===== config.mk =====
export PLATFORM = sky130hd
export DESIGN_NAME = ordered_byte_list_engine
export DESIGN_NICKNAME = d
export VERILOG_FILES = /design/src/sv/obl_pkg.sv /design/src/sv/obl_cell.sv /design/src/sv/obl_row.sv /design/src/sv/ordered_byte_list_engine.sv
export SDC_FILE = /design/constraint.sdc
export NUM_CORES = 1
export LEC_CHECK = 0
export BUFFER_PORTS_ARGS = -buffer_cell sky130_fd_sc_hd__buf_2
export CORE_MARGIN = 8
export CORE_UTILIZATION = 50
export CTS_CLUSTER_DIAMETER = 30
export CTS_CLUSTER_SIZE = 28
export DETAILED_ROUTE_END_ITERATION = 8
export PLACE_DENSITY = 0.65
export SYNTH_ARGS = -nofsm -noshare
export SYNTH_HDL_FRONTEND = slang
export SYNTH_SLANG_ARGS = --single-unit

===== constraint.sdc =====
create_clock -name clk -period 18.55 [get_ports clk]
set_input_delay 2.7825 -clock clk [delete_from_list [all_inputs] [get_ports clk]]
set_output_delay 2.7825 -clock clk [all_outputs]
set_load 0.05 [all_outputs]

===== src/sv/obl_pkg.sv =====
// obl_pkg: shared types, codes and helpers for the ordered byte list engine
// no dependencies; imported by every module of the block

package obl_pkg;

	// widths of the item fields
	localparam int BYTE_W   = 8;
	localparam int STATUS_W = 2;
	localparam int COUNT_W  = 5;

	typedef logic [BYTE_W-1:0]   byte_t;
	typedef logic [STATUS_W-1:0] status_t;

	// operation codes
	localparam logic [1:0] FN_INSERT = 2'd0;
	localparam logic [1:0] FN_DELETE = 2'd1;
	localparam logic [1:0] FN_MERGE  = 2'd2;
	localparam logic [1:0] FN_NOP    = 2'd3;

	// result status codes
	localparam status_t ST_DONE    = 2'd0;
	localparam status_t ST_EMPTY   = 2'd1;
	localparam status_t ST_MISSING = 2'd2;
	localparam status_t ST_FULL    = 2'd3;

	// ascii letter bounds
	localparam byte_t CH_UA = 8'h41;
	localparam byte_t CH_UZ = 8'h5A;
	localparam byte_t CH_LA = 8'h61;
	localparam byte_t CH_LZ = 8'h7A;
	localparam byte_t CASE_OFFSET = 8'h20;

	// operation that a row of cells applies to its entries
	typedef enum logic [1:0] {
		ROW_HOLD,
		ROW_INSERT,
		ROW_DELETE,
		ROW_ROTATE
	} row_op_t;

	typedef struct packed {
		row_op_t op;
		byte_t   key;
	} row_ctl_t;

	typedef enum logic {
		S_IDLE,
		S_MERGE
	} obl_state_t;

	function automatic logic is_letter(input byte_t c);
		is_letter = ((c >= CH_UA) && (c <= CH_UZ)) || ((c >= CH_LA) && (c <= CH_LZ));
	endfunction

	function automatic byte_t to_upper(input byte_t c);
		if ((c >= CH_LA) && (c <= CH_LZ)) begin
			to_upper = c - CASE_OFFSET;
		end else begin
			to_upper = c;
		end
	endfunction

endpackage


===== src/sv/obl_cell.sv =====
// obl_cell: one entry of a sorted table, with its compare and shift logic
// depends on obl_pkg

module obl_cell (
	input  logic             clk,
	input  obl_pkg::row_ctl_t ctl,
	input  logic             occ,
	input  logic             last,
	input  logic             left_mark,
	input  obl_pkg::byte_t   left_data,
	input  obl_pkg::byte_t   right_data,
	input  obl_pkg::byte_t   head_data,
	output obl_pkg::byte_t   data,
	output logic             mark,
	output logic             hit
);
	import obl_pkg::*;

	byte_t data_q;
	byte_t data_d;

	// at or past the key position: empty, or entry not below the key
	assign mark = !occ || (data_q >= ctl.key);
	// this is the first entry not below the key, and it equals the key
	assign hit  = mark && !left_mark && occ && (data_q == ctl.key);
	assign data = data_q;

	// next entry value
	always_comb begin
		data_d = data_q;
		unique case (ctl.op)
			ROW_HOLD: begin
				data_d = data_q;
			end
			ROW_INSERT: begin
				if (mark) begin
					data_d = left_mark ? left_data : ctl.key;
				end
			end
			ROW_DELETE: begin
				if (mark) begin
					data_d = right_data;
				end
			end
			ROW_ROTATE: begin
				if (occ) begin
					data_d = last ? head_data : right_data;
				end
			end
			default: begin
				data_d = data_q;
			end
		endcase
	end

	// entry storage
	always_ff @(posedge clk) begin
		data_q <= data_d;
	end

endmodule


===== src/sv/obl_row.sv =====
// obl_row: one sorted table built as a row of obl_cell entries
// depends on obl_pkg and obl_cell

module obl_row #(
	parameter  int CAPACITY = 16,
	localparam int FILL_W   = $clog2(CAPACITY + 1)
) (
	input  logic              clk,
	input  obl_pkg::row_ctl_t ctl,
	input  logic [FILL_W-1:0] fill,
	output obl_pkg::byte_t    head,
	output logic              found
);
	import obl_pkg::*;

	byte_t               cell_data [CAPACITY];
	logic [CAPACITY-1:0] marks;
	logic [CAPACITY-1:0] hits;

	// row of cells, each wired to its neighbours (the end cells to themselves)
	for (genvar i = 0; i < CAPACITY; i++) begin : g_cell
		logic  occ;
		logic  last;
		logic  lmark;
		byte_t ldata;
		byte_t rdata;

		assign occ  = FILL_W'(i) < fill;
		assign last = FILL_W'(i + 1) == fill;

		if (i == 0) begin : g_first
			assign lmark = 1'b0;
			assign ldata = cell_data[0];
		end else begin : g_inner
			assign lmark = marks[i-1];
			assign ldata = cell_data[i-1];
		end

		if (i == CAPACITY - 1) begin : g_end
			assign rdata = cell_data[i];
		end else begin : g_mid
			assign rdata = cell_data[i+1];
		end

		obl_cell u_cell (
			.clk        (clk),
			.ctl        (ctl),
			.occ        (occ),
			.last       (last),
			.left_mark  (lmark),
			.left_data  (ldata),
			.right_data (rdata),
			.head_data  (cell_data[0]),
			.data       (cell_data[i]),
			.mark       (marks[i]),
			.hit        (hits[i])
		);
	end

	// smallest entry and match flag
	assign head  = cell_data[0];
	assign found = |hits;

endmodule


===== src/sv/ordered_byte_list_engine.sv =====
// ordered_byte_list_engine: two sorted byte tables with insert, delete and merge
// depends on obl_pkg and obl_row
//
// Usage:
//   Input channel (in_valid/in_ready) carries func, list_sel and value.
//   Output channel (out_valid/out_ready) carries status and fill_count, one
//   item per input item, in order.
//   Insert, delete and the unused code take effect in the cycle they are
//   accepted; the result is shown on the next cycle. A new item may follow
//   every cycle while the output register drains.
//   Merge walks table B through the cell rows, one entry per cycle, and
//   in_ready stays low meanwhile; the result appears after the last step.
//   A merge with B empty answers at once like an insert. B is rotated back
//   to its original order by the end.
//   One output register sits between the sides: in_ready falls while a
//   result is held by a stalled receiver, nothing is dropped.
//   Reset empties both tables (fill counts to zero) and clears out_valid;
//   the tables themselves are not swept.

module ordered_byte_list_engine #(
	parameter int CAPACITY = 16
) (
	input  logic       clk,
	input  logic       arst_n,
	input  logic       in_valid,
	output logic       in_ready,
	input  logic [1:0] func,
	input  logic       list_sel,
	input  logic [7:0] value,
	output logic       out_valid,
	input  logic       out_ready,
	output logic [1:0] status,
	output logic [4:0] fill_count
);
	import obl_pkg::*;

	localparam int FILL_W = $clog2(CAPACITY + 1);
	localparam logic [FILL_W-1:0] CAP_FILL = FILL_W'(CAPACITY);
	localparam logic [FILL_W-1:0] ONE_FILL = FILL_W'(1);

	obl_state_t state_q, state_d;
	logic [FILL_W-1:0] fill_a_q, fill_a_d;
	logic [FILL_W-1:0] fill_b_q, fill_b_d;
	logic [FILL_W-1:0] rem_q, rem_d;
	logic              mfull_q, mfull_d;
	logic              out_valid_q;
	status_t           status_q;
	logic [COUNT_W-1:0] fill_count_q;

	row_ctl_t ctl_a, ctl_b;
	byte_t    head_a, head_b;
	logic     found_a, found_b;

	logic              accept;
	logic              out_load;
	status_t           st_res;
	logic [FILL_W-1:0] cnt_res;
	logic [31:0]       cnt_ext;
	logic [FILL_W-1:0] sel_fill;
	byte_t             sel_head;
	logic              sel_found;
	byte_t             ins_key;
	byte_t             del_key;
	byte_t             idle_key;
	logic              full_now;

	// the two tables
	obl_row #(.CAPACITY(CAPACITY)) u_row_a (
		.clk   (clk),
		.ctl   (ctl_a),
		.fill  (fill_a_q),
		.head  (head_a),
		.found (found_a)
	);

	obl_row #(.CAPACITY(CAPACITY)) u_row_b (
		.clk   (clk),
		.ctl   (ctl_b),
		.fill  (fill_b_q),
		.head  (head_b),
		.found (found_b)
	);

	// handshake
	assign in_ready = (state_q == S_IDLE) && (!out_valid_q || out_ready);
	assign accept   = in_valid && in_ready;

	// selected table and key folding
	assign sel_fill  = list_sel ? fill_b_q : fill_a_q;
	assign sel_head  = list_sel ? head_b : head_a;
	assign sel_found = list_sel ? found_b : found_a;
	assign ins_key   = to_upper(value);
	assign del_key   = (is_letter(value) && is_letter(sel_head)) ? to_upper(value) : value;
	assign idle_key  = (func == FN_DELETE) ? del_key : ins_key;
	assign full_now  = fill_a_q == CAP_FILL;

	// next state, row commands and result
	always_comb begin
		state_d  = state_q;
		fill_a_d = fill_a_q;
		fill_b_d = fill_b_q;
		rem_d    = rem_q;
		mfull_d  = mfull_q;
		out_load = 1'b0;
		st_res   = ST_DONE;
		cnt_res  = sel_fill;
		ctl_a    = '{op: ROW_HOLD, key: idle_key};
		ctl_b    = '{op: ROW_HOLD, key: idle_key};
		unique case (state_q)
			S_IDLE: begin
				if (accept) begin
					unique case (func)
						FN_INSERT: begin
							out_load = 1'b1;
							if (sel_fill == CAP_FILL) begin
								st_res = ST_FULL;
							end else begin
								cnt_res = sel_fill + ONE_FILL;
								if (list_sel) begin
									ctl_b.op = ROW_INSERT;
									fill_b_d = cnt_res;
								end else begin
									ctl_a.op = ROW_INSERT;
									fill_a_d = cnt_res;
								end
							end
						end
						FN_DELETE: begin
							out_load = 1'b1;
							if (sel_fill == '0) begin
								st_res = ST_EMPTY;
							end else if (!sel_found) begin
								st_res = ST_MISSING;
							end else begin
								cnt_res = sel_fill - ONE_FILL;
								if (list_sel) begin
									ctl_b.op = ROW_DELETE;
									fill_b_d = cnt_res;
								end else begin
									ctl_a.op = ROW_DELETE;
									fill_a_d = cnt_res;
								end
							end
						end
						FN_MERGE: begin
							cnt_res = fill_a_q;
							if (fill_b_q == '0) begin
								out_load = 1'b1;
							end else begin
								state_d = S_MERGE;
								rem_d   = fill_b_q;
								mfull_d = 1'b0;
							end
						end
						default: begin
							out_load = 1'b1;
						end
					endcase
				end
			end
			S_MERGE: begin
				// head of B goes into A, unless A is full, while B rotates by one entry
				ctl_b.op  = ROW_ROTATE;
				ctl_a.key = to_upper(head_b);
				if (!full_now) begin
					ctl_a.op = ROW_INSERT;
					fill_a_d = fill_a_q + ONE_FILL;
				end
				mfull_d = mfull_q || full_now;
				rem_d   = rem_q - ONE_FILL;
				cnt_res = fill_a_d;
				if (rem_q == ONE_FILL) begin
					out_load = 1'b1;
					st_res   = mfull_d ? ST_FULL : ST_DONE;
					state_d  = S_IDLE;
				end
			end
			default: begin
				state_d = S_IDLE;
			end
		endcase
	end

	assign cnt_ext = 32'(cnt_res);

	// control registers
	always_ff @(posedge clk or negedge arst_n) begin
		if (!arst_n) begin
			state_q     <= S_IDLE;
			fill_a_q    <= '0;
			fill_b_q    <= '0;
			rem_q       <= '0;
			mfull_q     <= 1'b0;
			out_valid_q <= 1'b0;
		end else begin
			state_q  <= state_d;
			fill_a_q <= fill_a_d;
			fill_b_q <= fill_b_d;
			rem_q    <= rem_d;
			mfull_q  <= mfull_d;
			if (out_load) begin
				out_valid_q <= 1'b1;
			end else if (out_ready) begin
				out_valid_q <= 1'b0;
			end
		end
	end

	// result payload
	always_ff @(posedge clk) begin
		if (out_load) begin
			status_q     <= st_res;
			fill_count_q <= cnt_ext[COUNT_W-1:0];
		end
	end

	assign out_valid  = out_valid_q;
	assign status     = status_q;
	assign fill_count = fill_count_q;

endmodule


==> summary.txt, run 1 <==
Clocking
  – CTS H-tree depth: 3
  – TritonCTS Buffers: 74
  – Clk Latency, worst-skew pair: 0.61 ns
  – Clock Tree Buf Depth: 3
  – Sink Count: 281
  – TritonCTS clock tree: built
  – CTS-repair resized insts: 0
  – Root buf cell: clkbuf_16
  – Worst-path clk slew: 0.05 ns
  – CTS Hold Bufs: 0
  – Post-CTS Setup Bufs: 0

Setup path
  – Worst Path Required: around 19 ns
  – Crit path max-delay family: buffers and inverters
  – WS Path Type: primary input to flop
  – Crit path DAT: 10.90 ns
  – Crit path capture type: flop
  – R2r startpoint: u_row_b.g_cell[0].u_cell.data[4]
  – Worst R2R Setup Slack: between 9 and 10 ns
  – CP dominant cell by count: buf_4
  – CP peak stage delay: 1.00 ns
  – Crit path buf inv count: 8
  – Critical path's slowest cell: buf_4
  – Worst reg2reg path endpoint: u_row_a.g_cell[10].u_cell.data[5]
  – Worst Setup Start Kind: primary input
  – Reg2Reg Depth: 22
  – Crit Path Max Fanout: 140
  – Crit-path cells: buf_2, buf_4, clkinv_1, a21oi_1, o211a_1, a2111oi_1, nor2_1, inv_2, o22ai_2, buf_4, inv_1, ha_1, a211o_1, a211oi_1, o31ai_2, a2111oi_0, a221o_1, nor4_2, nor4b_4, buf_4, buf_4, o21ai_0

Timing
  – Finish-stage setup viols: 0
  – Final worst slack: 7.95 ns
  – Worst hold margin: between 0.4 and 0.5 ns
  – Setup TNS: 0 ns
  – Worst-Margin Slew: 1.23 ns
  – Slew Limit Fails: 0
  – Max_slew headroom: 17.4%
  – Final Critical Period: 10.60 ns
  – Hold Fails Final Rpt: 0
  – RSZ-0062 raised after global routing: no
  – Fmax achieved: 94.3 MHz
  – Period utilization: 57.1%
  – Max Clock Skew: roughly 0.029 ns

Power and ir drop
  – Peak VDD IR: 0.000139 V
  – Pwr Density: roughly 240 mW/mm^2
  – Pleak: 0.0104 uW

Placement
  – Dpl ws: 7.53 ns
  – Placer Congestion: 0.893
  – Buffers on Ports: 23
  – Dpl cells: 3,011
  – HPWL after DPL: 52,500 um
  – Area after DPL: between 0.02 and 0.025 mm^2

Finish
  – Proportion of layout cells with a drive suffix above 1: 9.02%
  – Nets: 2,760
  – Filler Cell Count: between 4k and 5k
  – Final Non-Filler Cells: 3,146
  – Final Cell Area: 0.0263 mm^2
  – # diodes: 0
  – Synthesis-to-finish area growth: 13.5%

Floorplanning
  – Top Ports: 24
  – Core footprint: between 0.04 and 0.05 mm^2
  – Die height: 231 um
  – Die area: 0.0535 mm^2
  – Die X: 231 um
  – # rows: 79
  – Initial Util: about half

Worst hold path
  – Hold EP: mfull_q
  – Hold Crit Class: flop to flop
  – Hold wc startpoint: mfull_q
  – Worst hold stages: 2

Routing
  – Post-route DRC: 0
  – Total Wirelength: 76,700 um
  – Pre-Repair DR Iteration Count: 7
  – Via count: approximately 21k
  – WL/cell: between 20 and 25 um
  – 1st-iter DRT viols: 2,204
  – Vias per cell: 6.63
  – Antenna viol nets, final: 0

Yosys
  – Post-Syn Area per Cell: 9.28 um^2
  – Synth warnings: 0
  – Top FF cell, synth: edfxtp_1
  – Synth Instances: 2,495
  – Net Count, Synth: 2,775
  – FF+latch count, synth: 281
  – Sequential fraction of the synthesis area: 36.1%
  – Synth cell types: 85
  – Post-synthesis cell area: 0.0232 mm^2
  – Post-synth EDFFs: 263
  – Async S/R FF share, synth: 6.41%

Global routing
  – Global-route wire length before repair: 120,000 um
  – Initial antenna violation count: 0
  – Total grt overflow: 0
  – Largest net degree at the start of global routing: 141
  – All-Layer GR Usage: 28.2%
  – Vias in the first global route: 21.1k

Run
  – Max-cap violations: 0

Run status
  – Status: finished clean
[cell usage in the layout, fill, tap and decap left out, types with 7 or more instances in the layout]
master,synthesis,layout
o22ai_1,11,10
nand2b_1,28,28
a21o_1,25,25
a21oi_1,155,155
o221ai_1,110,110
dfrtp_1,18,17
inv_6,0,7
xnor2_1,8,8
nand4_1,54,54
or3_1,13,13
nor2b_1,23,23
clkbuf_16,0,77
a211oi_1,21,21
mux2i_1,234,234
ha_1,265,265
inv_1,71,70
o21ai_0,159,159
nand3_1,31,31
edfxtp_1,263,263
o211ai_1,14,14
nor2_1,193,192
o31ai_1,9,9
bufinv_16,0,10
buf_2,41,23
clkinv_1,11,24
buf_4,2,54
clkinv_2,0,13
o21a_1,15,15
a31oi_1,7,7
nand2_1,330,330
and4_1,8,8
o21ai_1,72,70
a2111oi_0,13,13
nor3_1,30,30
or4_1,8,8
[cells in the mapped netlist (5+ instances only)]
library cell / count / area [um^2]
and4_1: 8 / 70.1
nand3_1: 31 / 155
nand2b_1: 28 / 175
xnor2_1: 8 / 70.1
dfrtp_1: 18 / 450
nor3_1: 30 / 150
o21bai_1: 6 / 45.0
clkinv_1: 11 / 41.3
mux2i_1: 234 / 2340
nor2b_1: 23 / 144
nor2_1: 193 / 724
a211o_1: 6 / 52.6
o221ai_1: 110 / 963
a21o_1: 25 / 188
nand2_1: 330 / 1240
mux2_2: 5 / 56.3
buf_6: 9 / 101
and3_1: 5 / 31.3
or4_1: 8 / 60.1
or3_1: 13 / 81.3
a311oi_1: 6 / 52.6
o21ai_1: 72 / 360
clkbuf_1: 103 / 387
o211ai_1: 14 / 105
edfxtp_1: 263 / 7900
and2_1: 5 / 31.3
inv_1: 71 / 267
nand4_1: 54 / 338
nor4_1: 8 / 50.1
buf_1: 12 / 45.0
o22ai_1: 11 / 68.8
o21ai_0: 159 / 796
o31ai_1: 9 / 67.6
buf_2: 41 / 205
a21oi_1: 155 / 776
a211oi_1: 21 / 158
ha_1: 265 / 3320
a31oi_1: 7 / 43.8
o21a_1: 15 / 113
o31a_1: 6 / 52.6
a2111oi_0: 13 / 114
[through the flow]
step	power, uW	util [%]
global placement	4740	51.5
finish	6280	56.9
global route	6690	56.9
floorplan	3900	-
detailed placement	4890	51.5
CTS	6220	56.9
[tightest hold or removal path: stages, from the launching register on]
cell     delay (ns)
dfrtp_1        0.34
a21oi_1        0.04
nor2_1         0.07
[registers in the layout, summed over array words and instances (netlist names)]
register                    count
status                          2
fill_count                      5
u_row_a.g_cell.u_cell.data    128
fill_b_q                        5
rem_q                           5
u_row_b.g_cell.u_cell.data    128
state_q                         1
out_valid                       1
fill_a_q                        5
mfull_q                         1
[cell families (layout without fill, tap and decap cells)]
| family | Yosys count | count (layout) | synth area share (%) |
|---|---|---|---|
| compound gates | 685 | 685 | 19.2 |
| xor+xnor | 12 | 12 | 0.454 |
| fa+ha+maj | 265 | 265 | 14.3 |
| buf+inv | 253 | 297 | 4.65 |
| flops | 281 | 281 | 36.1 |
| mux | 243 | 243 | 10.6 |
| simple gates | 756 | 756 | 14.8 |
[per-layer routing]
layer  global-route usage, %  vias up  share of wire, %
li1                        -     9500                 -
met1                    34.1    10100                39
met2                    47.0     1025                47
met3                    4.54      297               7.1
met4                    17.1        0               6.1
met5                       0        -                 0
[power by group]
part | total, uW | switching (uW) | internal (uW) | leakage, uW
Combinational | 3260 | 2030 | 1230 | 0.00651
Clock | 1300 | 412 | 892 | 0.00123
Sequential | 1720 | 408 | 1310 | 0.00268
[how the worst max path moves through the flow]
stage                         from                                end  cells past startpoint
after floorplan           value[0]  u_row_a.g_cell[11].u_cell.data[0]                     22
after global placement    value[0]  u_row_a.g_cell[10].u_cell.data[1]                     22
after detailed placement  value[0]   u_row_a.g_cell[8].u_cell.data[2]                     22
after CTS                 value[0]  u_row_a.g_cell[10].u_cell.data[5]                     22
after global routing      value[0]  u_row_a.g_cell[10].u_cell.data[5]                     22
final                     value[0]  u_row_a.g_cell[10].u_cell.data[5]                     22
[final cells by class]
type	count	area [um^2]	share of cell area (%)
timing repair buffer	77	520	1.98
tap	607	759	2.89
multi-input combinational	1961	13800	52.5
inverter	85	322	1.22
clock inverter	53	582	2.21
clock buffer	82	1950	7.40
sequential	281	8350	31.8
(Power assumes the default switching activity.)
==> run 2, diff against run 1 <==
--- a/config.mk
+++ b/config.mk
@@ -11,7 +11,7 @@
 export CTS_CLUSTER_DIAMETER = 30
 export CTS_CLUSTER_SIZE = 28
 export DETAILED_ROUTE_END_ITERATION = 8
-export PLACE_DENSITY = 0.65
+export PLACE_DENSITY = 0.68
 export SYNTH_ARGS = -nofsm -noshare
 export SYNTH_HDL_FRONTEND = slang
 export SYNTH_SLANG_ARGS = --single-unit
==> constraint.sdc (replaced) <==
create_clock -name clk -period 9.53 [get_ports clk]
set_input_delay 1.4295 -clock clk [delete_from_list [all_inputs] [get_ports clk]]
set_output_delay 1.4295 -clock clk [all_outputs]
set_load 0.05 [all_outputs]
==> run 2 against run 1 <==
Cell count is 0.32% higher; clock power is 110% higher; largest power group unchanged; largest cell class unchanged; critical endpoint is now u_row_a.g_cell[4].u_cell.data[3]; highest routed layer unchanged; critical path type is now flop to flop; via count is 0.33% higher.
==> summary.txt, run 2 (synthesized netlist as in run 1, its figures left out) <==
Run status
  – Status: finished clean

Finish
  – Proportion of layout cells with a drive suffix above 1: 9.42%
  – Most common cell after layout, fill and taps aside: nand2_1
  – # diodes: 0
  – Final Cell Area: 0.0265 mm^2
  – Synthesis-to-finish area growth: 14.6%
  – Most frequent cells in the layout: nand2_1, ha_1, edfxtp_1
  – Filler Cell Count: 3,885
  – Final Non-Filler Cells: 3,156
  – Nets: 2,766

Clocking
  – Root buf cell: clkbuf_16
  – Clock Tree Buf Depth: 3
  – CTS Hold Bufs: 0
  – TritonCTS clock tree: built
  – Post-CTS Setup Bufs: 0
  – Sink Count: 281
  – CTS-repair resized insts: 0
  – Worst-path clk slew: about 0.040 ns
  – CTS H-tree depth: 3
  – TritonCTS Buffers: 80
  – Clk Latency, worst-skew pair: roughly 0.61 ns

Floorplanning
  – Die area: 0.0535 mm^2
  – Initial Util: around half
  – Die X: 231 um
  – Die height: 231 um
  – Top Ports: 24
  – # rows: 79
  – Core footprint: 0.0462 mm^2

Setup path
  – Crit-path cells: buf_4, nand2_1, o22ai_1, nor3_1, a211oi_1, a2111oi_1, a21o_1, inv_1, a21oi_2, buf_4, inv_1, ha_1, nand4_1, o31ai_2, a2111oi_0, a221o_1, nor4_2, nor4b_4, nor2_2, nor2_1
  – Crit path buf inv count: 4
  – Worst R2R Setup Slack: 0.66 ns
  – Crit path DAT: 9.11 ns
  – Crit Path Max Fanout: 18
  – Worst Path Required: approximately 9.8 ns
  – Crit path capture type: flop
  – WS Path Type: flop to flop
  – CP peak stage delay: about 0.8 ns
  – Reg2Reg Depth: 20
  – Worst reg2reg path endpoint: u_row_a.g_cell[4].u_cell.data[3]
  – Worst Setup Start Kind: flop
  – R2r startpoint: u_row_b.g_cell[0].u_cell.data[3]
  – Critical path's slowest cell: nor2_2
  – Crit path max-delay family: compound AO/OA/AOI/OAI gates

Routing
  – Total Wirelength: ~76,000 um
  – 1st-iter DRT viols: 2,168
  – Antenna viol nets, final: 0
  – Pre-Repair DR Iteration Count: 7
  – Via count: 20.9k
  – Post-route DRC: 0
  – WL/cell: ~24 um
  – Vias per cell: 6.64

Global routing
  – Initial antenna violation count: 0
  – Global-route wire length before repair: roughly 120,000 um
  – All-Layer GR Usage: 27.4%
  – Largest net degree at the start of global routing: 235
  – Total grt overflow: 0
  – Vias in the first global route: 20.5k

Placement
  – Area after DPL: 0.0238 mm^2
  – Placer Congestion: slightly above 0.9
  – HPWL after DPL: 52,100 um
  – Buffers on Ports: 23
  – Dpl cells: 3,011

Worst hold path
  – Hold Crit Class: flop to flop
  – Worst hold stages: 1
  – Hold wc startpoint: out_valid
  – Hold EP: out_valid

Timing
  – Setup TNS: 0 ns
  – Hold Fails Final Rpt: 0
  – Max Clock Skew: 0.0272 ns
  – Max_slew headroom: between 7 and 8%
  – Fmax achieved: 113 MHz
  – Worst-Margin Slew: 1.38 ns
  – Slew Limit Fails: 0
  – Final Critical Period: roughly 9 ns
  – Finish-stage setup viols: 0
  – RSZ-0062 raised after global routing: no
  – Period utilization: 93.1%

Power and ir drop
  – Pwr Density: 470 mW/mm^2
  – Peak VDD IR: between 0.0003 and 0.0004 V
  – Pleak: 0.0105 uW
  – Overall Power: ~12,000 uW

Run
  – Max-cap violations: 0
-- run 2: cell count changes in the layout (fill, tap and decap cells not counted), sizes merged --
cell / change
clkbuf: +7
inv: -6
bufinv: +5
clkinvlp: +5
clkinv: -1
-- run 2: per-stage QoR --
step                setup slack (ns)  hold WS [ns]  util, %
global placement               0.911         0.479     51.5
finish                         0.656         0.506     57.5
CTS                            0.895         0.505     57.5
global route                   0.275         0.526     57.5
floorplan                       2.47         0.457        -
detailed placement             0.705         0.491     51.5
-- run 2: report_power, final --
| part | switching (uW) | total [uW] | internal, uW |
|---|---|---|---|
| combinational | 3930 | 6330 | 2400 |
| sequential | 813 | 3370 | 2560 |
| clock | 825 | 2780 | 1960 |
-- run 2: area by class of cell --
| class | instances | area, um^2 | share of cell area [%] |
|---|---|---|---|
| tap | 607 | 759 | 2.86 |
| multi-input combinational | 1961 | 13800 | 52.0 |
| clock inverter | 56 | 702 | 2.64 |
| timing repair buffer | 77 | 533 | 2.01 |
| inverter | 85 | 322 | 1.21 |
| sequential | 281 | 8350 | 31.5 |
| clock buffer | 89 | 2080 | 7.83 |
-- run 2: routing by layer --
metal,global-route usage (%),wire (um),up-vias
met5,0,0,-
met4,14.5,3600,0
met3,4.72,6710,260
met2,43.2,34100,1154
met1,35.8,31200,10000
li1,-,-,9495
-- run 2: how the worst max path moves through the flow --
stage                                     start                                end  slack, ns  depth (start not counted)
5_1_grt        u_row_b.g_cell[0].u_cell.data[3]  u_row_a.g_cell[11].u_cell.data[5]       0.28                         20
4_1_cts        u_row_b.g_cell[0].u_cell.data[4]   u_row_a.g_cell[5].u_cell.data[3]       0.89                         19
3_3_place_gp                            func[1]  u_row_a.g_cell[11].u_cell.data[0]       0.91                         18
3_5_place_dp                            func[1]  u_row_a.g_cell[11].u_cell.data[0]       0.71                         18
6_report       u_row_b.g_cell[0].u_cell.data[3]   u_row_a.g_cell[4].u_cell.data[3]       0.66                         20
2_1_floorplan                          value[0]  u_row_a.g_cell[11].u_cell.data[0]       2.47                         22
-- run 2: worst register-to-register path, cell delays in order (launching register included) --
cell	delay, ns
edfxtp_1	0.76
buf_4	0.36
nand2_1	0.08
o22ai_1	0.10
nor3_1	0.58
a211oi_1	0.18
a2111oi_1	0.58
a21o_1	0.49
inv_1	0.53
a21oi_2	0.32
buf_4	0.27
inv_1	0.43
ha_1	0.48
nand4_1	0.13
o31ai_2	0.71
a2111oi_0	0.20
a221o_1	0.33
nor4_2	0.64
nor4b_4	0.13
nor2_2	0.80
nor2_1	0.40
